<file path="src/rtl/lcgp_pkg.sv">
// Shared types and constants of the LRU key-value cache.
package lcgp_pkg;

    localparam int ENTRIES_DEF    = 16;
    localparam int KEY_BITS_DEF   = 32;
    localparam int VALUE_BITS_DEF = 32;

    localparam int            CFG_BITS  = 5;
    localparam logic [4:0]    CAP_RESET = 5'd16;
    localparam int            READ_BITS = 32;

    localparam logic ACT_GET = 1'b0;
    localparam logic ACT_PUT = 1'b1;

    typedef enum logic [2:0] {
        ST_IDLE,
        ST_SCAN,
        ST_TAIL,
        ST_RESOLVE,
        ST_DONE
    } t_state;

    // controller to datapath
    typedef struct packed {
        logic load;       // capture the accepted transaction
        logic scan;       // issue a key read at the scan index
        logic resolve;    // apply the lookup outcome to the stores
        logic out_load;   // move the result into the output register
    } t_cmd;

    // datapath to controller
    typedef struct packed {
        logic scan_last;  // the scan index points at the last entry
    } t_stat;

endpackage

</file>
<file path="src/rtl/lcgp_ram.sv">
// Generic single-write, single-read RAM with registered read data.
module lcgp_ram #(
    parameter int WIDTH = 32,
    parameter int DEPTH = 16,
    localparam int AW   = (DEPTH > 1) ? $clog2(DEPTH) : 1
) (
    input  logic             i_clk,
    input  logic             i_wr_en,
    input  logic [AW-1:0]    i_wr_addr,
    input  logic [WIDTH-1:0] i_wr_data,
    input  logic             i_rd_en,
    input  logic [AW-1:0]    i_rd_addr,
    output logic [WIDTH-1:0] o_rd_data
);

    logic [WIDTH-1:0] r_mem [DEPTH];
    logic [WIDTH-1:0] r_rd_data;

    always_ff @(posedge i_clk) begin
        if (i_wr_en) begin
            r_mem[i_wr_addr] <= i_wr_data;
        end
        if (i_rd_en) begin
            r_rd_data <= r_mem[i_rd_addr];
        end
    end

    assign o_rd_data = r_rd_data;

endmodule

</file>
<file path="src/rtl/lcgp_ctrl.sv">
// Sequencing state machine of the LRU cache: accept, scan, resolve, deliver.
module lcgp_ctrl
    import lcgp_pkg::*;
(
    input  logic  i_clk,
    input  logic  i_rst_n,
    input  logic  i_in_valid,
    output logic  o_in_ready,
    output logic  o_out_valid,
    input  logic  i_out_ready,
    input  t_stat i_stat,
    output t_cmd  o_cmd
);

    t_state r_state, n_state;
    logic   r_out_valid, n_out_valid;
    logic   out_free;

    assign out_free = !r_out_valid || i_out_ready;

    always_comb begin
        n_state = r_state;
        unique case (r_state)
            ST_IDLE: begin
                if (i_in_valid) begin
                    n_state = ST_SCAN;
                end
            end
            ST_SCAN: begin
                if (i_stat.scan_last) begin
                    n_state = ST_TAIL;
                end
            end
            ST_TAIL:    n_state = ST_RESOLVE;
            ST_RESOLVE: n_state = ST_DONE;
            ST_DONE: begin
                if (out_free) begin
                    n_state = ST_IDLE;
                end
            end
            default:    n_state = ST_IDLE;
        endcase
    end

    always_comb begin
        o_cmd      = '0;
        o_in_ready = 1'b0;
        unique case (r_state)
            ST_IDLE: begin
                o_in_ready = 1'b1;
                o_cmd.load = i_in_valid;
            end
            ST_SCAN:    o_cmd.scan     = 1'b1;
            ST_TAIL:    o_cmd          = '0;
            ST_RESOLVE: o_cmd.resolve  = 1'b1;
            ST_DONE:    o_cmd.out_load = out_free;
            default:    o_cmd          = '0;
        endcase
    end

    always_comb begin
        priority if (o_cmd.out_load) begin
            n_out_valid = 1'b1;
        end else if (i_out_ready) begin
            n_out_valid = 1'b0;
        end else begin
            n_out_valid = r_out_valid;
        end
    end

    always_ff @(posedge i_clk) begin
        if (!i_rst_n) begin
            r_state     <= ST_IDLE;
            r_out_valid <= 1'b0;
        end else begin
            r_state     <= n_state;
            r_out_valid <= n_out_valid;
        end
    end

    assign o_out_valid = r_out_valid;

endmodule

</file>
<file path="src/rtl/lcgp_dpath.sv">
// Datapath of the LRU cache: key/value stores, recency ranks, scan and result.
module lcgp_dpath
    import lcgp_pkg::*;
#(
    parameter int ENTRIES    = ENTRIES_DEF,
    parameter int KEY_BITS   = KEY_BITS_DEF,
    parameter int VALUE_BITS = VALUE_BITS_DEF
) (
    input  logic                  i_clk,
    input  logic                  i_rst_n,
    input  t_cmd                  i_cmd,
    output t_stat                 o_stat,
    input  logic                  i_cfg_we,
    input  logic [CFG_BITS-1:0]   i_cfg_wdata,
    input  logic                  i_action,
    input  logic [KEY_BITS-1:0]   i_key,
    input  logic [VALUE_BITS-1:0] i_value,
    output logic                  o_hit,
    output logic [READ_BITS-1:0]  o_read_value,
    output logic                  o_evicted
);

    localparam int IW   = (ENTRIES > 1) ? $clog2(ENTRIES) : 1;
    localparam int FW   = $clog2(ENTRIES + 1);
    localparam int CMPW = ((FW > CFG_BITS) ? FW : CFG_BITS) + 1;

    // transaction and scan state
    logic                  r_put;
    logic [KEY_BITS-1:0]   r_key;
    logic [VALUE_BITS-1:0] r_value;
    logic [IW-1:0]         r_idx, n_idx;
    logic                  r_cmp_vld;
    logic [IW-1:0]         r_cmp_idx;
    logic                  r_found, n_found;
    logic [IW-1:0]         r_fidx, n_fidx;
    logic                  r_free_f, n_free_f;
    logic [IW-1:0]         r_free_idx, n_free_idx;
    logic [IW-1:0]         r_vict_idx, n_vict_idx;
    logic                  r_ev, n_ev;

    // cache state
    logic                  r_valid [ENTRIES];
    logic                  n_valid [ENTRIES];
    logic [IW-1:0]         r_rank  [ENTRIES];
    logic [IW-1:0]         n_rank  [ENTRIES];
    logic [FW-1:0]         r_fill, n_fill;
    logic [CFG_BITS-1:0]   r_capacity;

    // output register
    logic                  r_o_hit;
    logic [READ_BITS-1:0]  r_o_rv;
    logic                  r_o_ev;

    logic [KEY_BITS-1:0]   key_rdata;
    logic [VALUE_BITS-1:0] val_rdata;
    logic [FW-1:0]         fill_m1;
    logic [CMPW-1:0]       cap_ext, cap_use;
    logic                  fill_ok;

    logic                  key_we, val_we, val_re;
    logic [IW-1:0]         wr_addr;

    logic                  t_en, t_all;
    logic [IW-1:0]         t_idx, t_limit;

    assign fill_m1 = r_fill - 1'b1;
    assign cap_ext = CMPW'(r_capacity);

    always_comb begin
        priority if (cap_ext == '0) begin
            cap_use = CMPW'(1);
        end else if (cap_ext > CMPW'(ENTRIES)) begin
            cap_use = CMPW'(ENTRIES);
        end else begin
            cap_use = cap_ext;
        end
    end

    assign fill_ok = r_free_f && (CMPW'(r_fill) < cap_use);

    // store write port and touch selection for the resolve step
    always_comb begin
        key_we  = 1'b0;
        val_we  = 1'b0;
        val_re  = 1'b0;
        wr_addr = r_fidx;
        t_en    = 1'b0;
        t_all   = 1'b0;
        t_idx   = r_fidx;
        t_limit = r_rank[r_fidx];
        if (i_cmd.resolve) begin
            priority if (r_found) begin
                t_en   = 1'b1;
                val_we = r_put;
                val_re = !r_put;
            end else if (r_put && fill_ok) begin
                key_we  = 1'b1;
                val_we  = 1'b1;
                wr_addr = r_free_idx;
                t_en    = 1'b1;
                t_all   = 1'b1;
                t_idx   = r_free_idx;
            end else if (r_put) begin
                key_we  = 1'b1;
                val_we  = 1'b1;
                wr_addr = r_vict_idx;
                t_en    = 1'b1;
                t_idx   = r_vict_idx;
                t_limit = IW'(fill_m1);
            end else begin
                t_en = 1'b0;
            end
        end
    end

    always_comb begin
        n_idx      = r_idx;
        n_found    = r_found;
        n_fidx     = r_fidx;
        n_free_f   = r_free_f;
        n_free_idx = r_free_idx;
        n_vict_idx = r_vict_idx;
        n_ev       = r_ev;
        n_fill     = r_fill;
        for (int i = 0; i < ENTRIES; i++) begin
            n_valid[i] = r_valid[i];
            n_rank[i]  = r_rank[i];
        end

        if (i_cmd.load) begin
            n_idx    = '0;
            n_found  = 1'b0;
            n_free_f = 1'b0;
            n_ev     = 1'b0;
        end
        if (i_cmd.scan) begin
            n_idx = r_idx + 1'b1;
        end

        // compare the entry read in the previous cycle
        if (r_cmp_vld) begin
            if (r_valid[r_cmp_idx] && (key_rdata == r_key) && !r_found) begin
                n_found = 1'b1;
                n_fidx  = r_cmp_idx;
            end
            if (!r_valid[r_cmp_idx] && !r_free_f) begin
                n_free_f   = 1'b1;
                n_free_idx = r_cmp_idx;
            end
            if (r_valid[r_cmp_idx] && (r_rank[r_cmp_idx] == IW'(fill_m1))) begin
                n_vict_idx = r_cmp_idx;
            end
        end

        if (i_cmd.resolve && !r_found && r_put) begin
            if (fill_ok) begin
                n_valid[r_free_idx] = 1'b1;
                n_fill              = r_fill + 1'b1;
            end else begin
                n_ev = 1'b1;
            end
        end

        // age the valid entries more recent than the limit (all valid ones on a fill), make the target newest
        if (t_en) begin
            for (int i = 0; i < ENTRIES; i++) begin
                if (IW'(i) == t_idx) begin
                    n_rank[i] = '0;
                end else if (r_valid[i] && (t_all || (r_rank[i] < t_limit))) begin
                    n_rank[i] = r_rank[i] + 1'b1;
                end
            end
        end
    end

    always_ff @(posedge i_clk) begin
        if (!i_rst_n) begin
            r_idx      <= '0;
            r_cmp_vld  <= 1'b0;
            r_found    <= 1'b0;
            r_free_f   <= 1'b0;
            r_ev       <= 1'b0;
            r_fill     <= '0;
            r_capacity <= CAP_RESET;
            for (int i = 0; i < ENTRIES; i++) begin
                r_valid[i] <= 1'b0;
                r_rank[i]  <= '0;
            end
        end else begin
            r_idx     <= n_idx;
            r_cmp_vld <= i_cmd.scan;
            r_found   <= n_found;
            r_free_f  <= n_free_f;
            r_ev      <= n_ev;
            r_fill    <= n_fill;
            if (i_cfg_we) begin
                r_capacity <= i_cfg_wdata;
            end
            for (int i = 0; i < ENTRIES; i++) begin
                r_valid[i] <= n_valid[i];
                r_rank[i]  <= n_rank[i];
            end
        end
    end

    // payload registers, no reset
    always_ff @(posedge i_clk) begin
        r_cmp_idx  <= r_idx;
        r_fidx     <= n_fidx;
        r_free_idx <= n_free_idx;
        r_vict_idx <= n_vict_idx;
        if (i_cmd.load) begin
            r_put   <= (i_action == ACT_PUT);
            r_key   <= i_key;
            r_value <= i_value;
        end
        if (i_cmd.out_load) begin
            r_o_hit <= r_found;
            r_o_rv  <= (r_found && !r_put) ? READ_BITS'(val_rdata) : '0;
            r_o_ev  <= r_ev;
        end
    end

    lcgp_ram #(
        .WIDTH (KEY_BITS),
        .DEPTH (ENTRIES)
    ) u_key_ram (
        .i_clk     (i_clk),
        .i_wr_en   (key_we),
        .i_wr_addr (wr_addr),
        .i_wr_data (r_key),
        .i_rd_en   (i_cmd.scan),
        .i_rd_addr (r_idx),
        .o_rd_data (key_rdata)
    );

    lcgp_ram #(
        .WIDTH (VALUE_BITS),
        .DEPTH (ENTRIES)
    ) u_val_ram (
        .i_clk     (i_clk),
        .i_wr_en   (val_we),
        .i_wr_addr (wr_addr),
        .i_wr_data (r_value),
        .i_rd_en   (val_re),
        .i_rd_addr (r_fidx),
        .o_rd_data (val_rdata)
    );

    assign o_stat.scan_last = (r_idx == IW'(ENTRIES - 1));
    assign o_hit            = r_o_hit;
    assign o_read_value     = r_o_rv;
    assign o_evicted        = r_o_ev;

endmodule

</file>
<file path="src/rtl/lru_cache_get_put.sv">
// Top level of the fully associative key-value cache with LRU replacement.
//
// Each input transaction is a get (i_action = 0) or a put (i_action = 1) on a
// key. A get that hits returns the stored value on o_read_value and makes the
// entry the most recent; a miss returns o_hit = 0 and a zero value. A put that
// hits refreshes the entry and replaces its value; a put that misses takes a
// free entry while fewer than the configured capacity are in use (clamped to
// 1..ENTRIES), and otherwise overwrites the least recent entry and raises
// o_evicted. Capacity is written through i_cfg_we / i_cfg_wdata; the user
// must do so only while the block is idle, as the block does not enforce it.
// Lowering it below the current fill drops nothing. Keys and values live in
// two single-port-write RAMs, so a lookup is a scan that reads one stored key
// per cycle; valid bits and recency ranks are flip-flops that reset clears, so
// no clearing pass is needed. One transaction is handled at a time; a result
// waits in the output register while the next transaction is accepted and
// scanned.
module lru_cache_get_put
    import lcgp_pkg::*;
#(
    parameter int ENTRIES    = ENTRIES_DEF,
    parameter int KEY_BITS   = KEY_BITS_DEF,
    parameter int VALUE_BITS = VALUE_BITS_DEF
) (
    input  logic                  i_clk,
    input  logic                  i_rst_n,
    // configuration
    input  logic                  i_cfg_we,
    input  logic [CFG_BITS-1:0]   i_cfg_wdata,
    // request channel
    input  logic                  i_in_valid,
    output logic                  o_in_ready,
    input  logic                  i_action,
    input  logic [KEY_BITS-1:0]   i_key,
    input  logic [VALUE_BITS-1:0] i_value,
    // result channel
    output logic                  o_out_valid,
    input  logic                  i_out_ready,
    output logic                  o_hit,
    output logic [READ_BITS-1:0]  o_read_value,
    output logic                  o_evicted
);

    t_cmd  cmd;
    t_stat stat;

    // sequence each transaction: accept, scan the keys, resolve, deliver
    lcgp_ctrl u_ctrl (
        .i_clk       (i_clk),
        .i_rst_n     (i_rst_n),
        .i_in_valid  (i_in_valid),
        .o_in_ready  (o_in_ready),
        .o_out_valid (o_out_valid),
        .i_out_ready (i_out_ready),
        .i_stat      (stat),
        .o_cmd       (cmd)
    );

    // hold the stores, ranks and the output register
    lcgp_dpath #(
        .ENTRIES    (ENTRIES),
        .KEY_BITS   (KEY_BITS),
        .VALUE_BITS (VALUE_BITS)
    ) u_dpath (
        .i_clk        (i_clk),
        .i_rst_n      (i_rst_n),
        .i_cmd        (cmd),
        .o_stat       (stat),
        .i_cfg_we     (i_cfg_we),
        .i_cfg_wdata  (i_cfg_wdata),
        .i_action     (i_action),
        .i_key        (i_key),
        .i_value      (i_value),
        .o_hit        (o_hit),
        .o_read_value (o_read_value),
        .o_evicted    (o_evicted)
    );

endmodule
</file>
<file path="config.mk">
export PLATFORM = sky130hd
export DESIGN_NAME = lru_cache_get_put
export DESIGN_NICKNAME = d
export VERILOG_FILES = /design/src/rtl/lcgp_pkg.sv /design/src/rtl/lcgp_ram.sv /design/src/rtl/lcgp_ctrl.sv /design/src/rtl/lcgp_dpath.sv /design/src/rtl/lru_cache_get_put.sv
export SDC_FILE = /design/constraint.sdc
export NUM_CORES = 1
export LEC_CHECK = 0
export BUFFER_PORTS_ARGS = -buffer_cell sky130_fd_sc_hd__buf_4
export CORE_ASPECT_RATIO = 0.8
export CORE_UTILIZATION = 55
export CTS_CLUSTER_DIAMETER = 50
export DETAILED_ROUTE_END_ITERATION = 8
export PLACE_DENSITY_LB_ADDON = 0.05
export SLEW_MARGIN = 0
export SYNTH_ARGS = -nofsm -noshare
export SYNTH_HDL_FRONTEND = slang
export SYNTH_SLANG_ARGS = --single-unit
</file>
<file path="constraint.sdc">
create_clock -name i_clk -period 15.2 [get_ports i_clk]
set_clock_uncertainty 0.15 [all_clocks]
set_input_delay 2.28 -clock i_clk [delete_from_list [all_inputs] [get_ports i_clk]]
set_output_delay 2.28 -clock i_clk [all_outputs]
set_load 0.01 [all_outputs]
</file>
==> summary.md <==
| Metric | Value |
|---|---|
| Count of hold-fix buffers inserted at cts | `0` |
| Post-route setup slack | `10.19 ns` |
| Number of max-capacitance violations reported | `0` |
| Hold violation count in the final report | `0` |
| Critical register-to-register path endpoint | `u_dpath.r_rank[15][2]` |
| Worst-Skew Late Latency | `0.75 ns` |
| Number of buffers on the longest clock path | `3` |
| Total buffers and inverters traversed by the critical path | `2` |
| Type of element launching the critical path | `flip-flop` |
| Clock tree from TritonCTS | `yes` |
| Cell row count | `100` |
| Clock transition at path regs | `0.06 ns` |
| Critical register-to-register path startpoint | `u_dpath.r_capacity[4]` |
| Critical path's most frequent cell | `a21oi_1` |
| Number of different library cells in the post-synthesis netlist | `71` |
| First-pass GRT wire length | `177 mm` |
| Arrival time at the worst endpoint | `5.50 ns` |
| Seq/Total Area, Yosys | `73.2%` |
| Final-report setup violation count | `0` |
| DR DRC count | `0` |
| Number of sinks handled by clock tree synthesis | `1309` |
| Pin count of the biggest net entering global routing | `133` |
| Antenna violations before repair | `1` |
| Weighted congestion at the end of routability-driven global placement | `0.889` |
| Final Total Pwr | `7.67 mW` |
| Worst slew margin | `16.8%` |
| WP data required | `15.69 ns` |
| Area of the mapped netlist | `52300 um^2` |
| Highest metal layer used by the detailed router | `met4` |
| Slew at the pin with the worst max-slew slack | `1.25 ns` |
| Area taken by multi-input logic gates | `13600 um^2` |
| Final Max Slew Viols | `0` |
| Most common cell after layout, fill and taps aside | `edfxtp_1` |
| Power density relative to cell area | `130 nW/um^2` |
| Yosys synthesis warning count | `0` |
| Final clock period utilization by the worst path | `32.9%` |
| Synthesized flop and latch total | `1309` |
| Number of gates on the worst path with buffers counted | `15` |
| Result of the run | `completed` |
| Category of the most critical setup path | `flip-flop to flip-flop` |
| Minimum setup slack among reg-to-reg paths | `10.19 ns` |
| Leakage power total | `18.7 nW` |
| Timing endpoint of the critical path | `u_dpath.r_rank[15][2]` |
| Leading register cell type out of synthesis | `edfxtp_1` |
| Fraction of layout instances using a drive strength above 1 | `28.3%` |
| Total grt overflow | `0` |
| Net Sw Power | `1.63 mW` |
| Origin of the worst setup path | `u_dpath.r_capacity[4]` |
| Mean routed wirelength per cell | `29.6 um` |
| Detailed Place HPWL | `61.3 mm` |
| Level count of the clock H-tree | `4` |
| Final net count | `2866` |
| Critical path's largest stage delay | `0.81 ns` |
| Sequential share of power | `53.9%` |
| Routed vias | `26057` |
| IO Pins | `111` |
| Vertical die dimension | `278 um` |
| Part of the total power dissipated in the clock network | `42.5%` |
| Critical path's slowest cell | `a21oi_1` |
| Series of cell instances along the critical path | `inv_1 > nand2_1 > ha_1 > a211oi_1 > o21ai_0 > o21ai_1 > nor2_1 > a21oi_1 > buf_4 > ha_1 > a21oi_1 > o211ai_1 > a41o_1 > or3_1 > a21oi_1` |
| Area growth syn-to-layout | `13.0%` |
| Leading cell types in the layout, fill and taps excluded | `edfxtp_1 (1208), mux4_2 (364), buf_4 (166)` |
| Starting utilization of the core area | `55.9%` |
| Peak supply drop | `0.0970 mV` |
| Root Driver | `clkbuf_16` |
| Worst slack at placement | `10.26 ns` |
| Fmax | `0.200 GHz` |
| Type of element capturing the critical path | `flip-flop` |
| Die area | `96400 um^2` |
| CORE AREA | `93600 um^2` |
| Fill cell total of the finished layout | `6378` |
| Sum Neg Setup Slack | `0 ns` |
| Number of enable flip-flop cells after synthesis | `1208` |
| Reg area | `38300 um^2` |
| Number of gates given a new drive strength after cts | `0` |
| Total length of routed wires | `120 mm` |
| Unrepaired setup endpoints after global routing | `no` |
| Internal Dissipation | `6.04 mW` |
| Critical path peak fanout | `11` |
| Vias/cell | `6.44` |
| Switching Fraction | `21.3%` |
| Asr flop ratio synth | `0%` |
| Worst min-delay path category | `flip-flop to flip-flop` |
| Wire length on met3 | `7.47 mm` |
| Worst Hold Slack | `0.283 ns` |
| Routed wire length on met2 | `58.1 mm` |
| Via count of the first global-routing pass | `26773` |
| Cell count after synthesis | `2551` |
| Overall track demand over capacity in global routing | `25.5%` |
| Number of routed nets with antenna violations | `0` |
| Die width | `347 um` |
| Pre-Repair DR Iteration Count | `5` |
| Count of buffers from port buffering | `110` |
| Combinational share of power | `3.6%` |
| Post-layout minimum cycle time | `5.01 ns` |
| Post-Syn Nets | `2697` |
| Routed length on met1 | `51.3 mm` |
| Logic depth of the worst register-to-register path | `15` |
| CTS buffer count | `134` |
| Mean post-synth cell area | `20.5 um^2` |
| Postcts setup bufs | `0` |
| Detailed Route Iter0 Violations | `2769` |
| Cell type group with the largest total delay on the critical path | `compound AO/OA/AOI/OAI gates` |
worst min path at each step:
| stage | from | to | slack (ns) | cells past startpoint |
|---|---|---|---|---|
| detailed placement | u_dpath.r_idx[2] | u_dpath.r_cmp_idx[2] | 0.26 | 0 |
| CTS | u_dpath.r_idx[2] | u_dpath.r_cmp_idx[2] | 0.27 | 0 |
| global placement | u_dpath.r_idx[2] | u_dpath.r_cmp_idx[2] | 0.27 | 0 |
| global route | u_dpath.r_idx[2] | u_dpath.r_cmp_idx[2] | 0.28 | 0 |
| finish | u_dpath.r_idx[2] | u_dpath.r_cmp_idx[2] | 0.28 | 0 |
| floorplan | u_dpath.r_idx[2] | u_dpath.r_cmp_idx[2] | 0.18 | 0 |
logic make-up (layout without fill, tap and decap cells):
kind of cell	after synthesis	after routing	share of synthesized area [%]
adder cells (fa/ha/maj)	71	71	1.70
XOR/XNOR	50	50	0.837
multiplexers	400	400	16.4
buffers and inverters	151	424	1.21
AO/OA/AOI/OAI	254	254	3.38
flip-flops	1309	1309	73.2
AND/OR/NAND/NOR	316	316	3.32
other	0	1	0
synth_stat cells, drive strengths merged, types with 2 or more instances:
master / n / area (um^2)
o21a: 12 / 90.1
buf: 59 / 287
a211oi: 5 / 37.5
or2: 3 / 21.3
or2b: 2 / 15.0
dfxtp: 101 / 2020
mux4: 364 / 8200
a21oi: 65 / 344
nor2b: 30 / 188
o311ai: 12 / 105
nand3: 15 / 80.1
xnor2: 18 / 158
a311oi: 3 / 26.3
xor2: 32 / 280
nor3b: 2 / 15.0
inv: 16 / 60.1
a21o: 9 / 67.6
nand2b: 11 / 68.8
and4: 2 / 18.8
o21ai: 49 / 245
o211a: 14 / 148
nand2: 44 / 165
or3: 20 / 125
o211ai: 31 / 251
o32ai: 2 / 17.5
clkbuf: 76 / 287
or4: 4 / 37.5
a31oi: 9 / 62.6
nor4: 8 / 50.1
o2111ai: 18 / 158
mux2: 4 / 45.0
and2: 45 / 282
nor2: 58 / 218
nor4b: 2 / 23.8
a21boi: 5 / 37.5
nand4: 18 / 113
o31ai: 12 / 105
edfxtp: 1208 / 36300
ha: 71 / 888
nor3: 44 / 236
or3b: 2 / 17.5
nand3b: 5 / 37.5
mux2i: 32 / 320
power by group through the flow:
stage,clock network (mW),registers [mW],logic (mW)
4_1_cts,3.32,4.13,0.283
2_1_floorplan,0,4.16,0.202
3_3_place_gp,0,4.19,0.277
5_1_grt,3.45,4.14,0.299
3_5_place_dp,0,4.20,0.282
6_report,3.26,4.13,0.279
final cells by class:
type | instances | area share (%)
inverter | 16 | 0.106
timing repair buffer | 168 | 2.18
sequential | 1309 | 64.8
multi-input combinational | 1091 | 23.0
clock inverter | 74 | 1.40
clock buffer | 166 | 5.98
tap | 1224 | 2.59
antenna | 1 | 0.00423
metal layers:
| layer | vias to the layer above | track usage, % |
|---|---|---|
| li1 | 11032 | - |
| met1 | 13906 | 37.2 |
| met2 | 926 | 40.1 |
| met3 | 193 | 3.84 |
| met4 | 0 | 8.01 |
| met5 | - | 0 |
registers in the layout (all words and copies together) (netlist names), 3 cells and up, named ones only:
register                     flops
u_dpath.u_key_ram.r_mem        512
u_dpath.u_val_ram.r_mem        512
u_dpath.r_rank                  64
u_dpath.o_read_value            32
u_dpath.r_key                   32
u_dpath.r_value                 32
u_dpath.u_key_ram.o_rd_data     32
u_dpath.u_val_ram.o_rd_data     32
u_dpath.r_valid                 16
u_dpath.r_capacity               5
u_dpath.r_fill                   5
u_dpath.r_cmp_idx                4
u_dpath.r_fidx                   4
u_dpath.r_free_idx               4
u_dpath.r_idx                    4
u_dpath.r_vict_idx               4
u_ctrl.r_state                   3
per-stage QoR:
step                      utilization (%)  std cells  area [um^2]
after floorplan                         -       2551        52300
after CTS                            63.2       4048        59100
final                                63.2       4049        59100
after global routing                 63.2       4049        59100
after global placement               58.5       3808        54800
after detailed placement             58.5       3808        54800
Power figures use the tool's default switching activity.
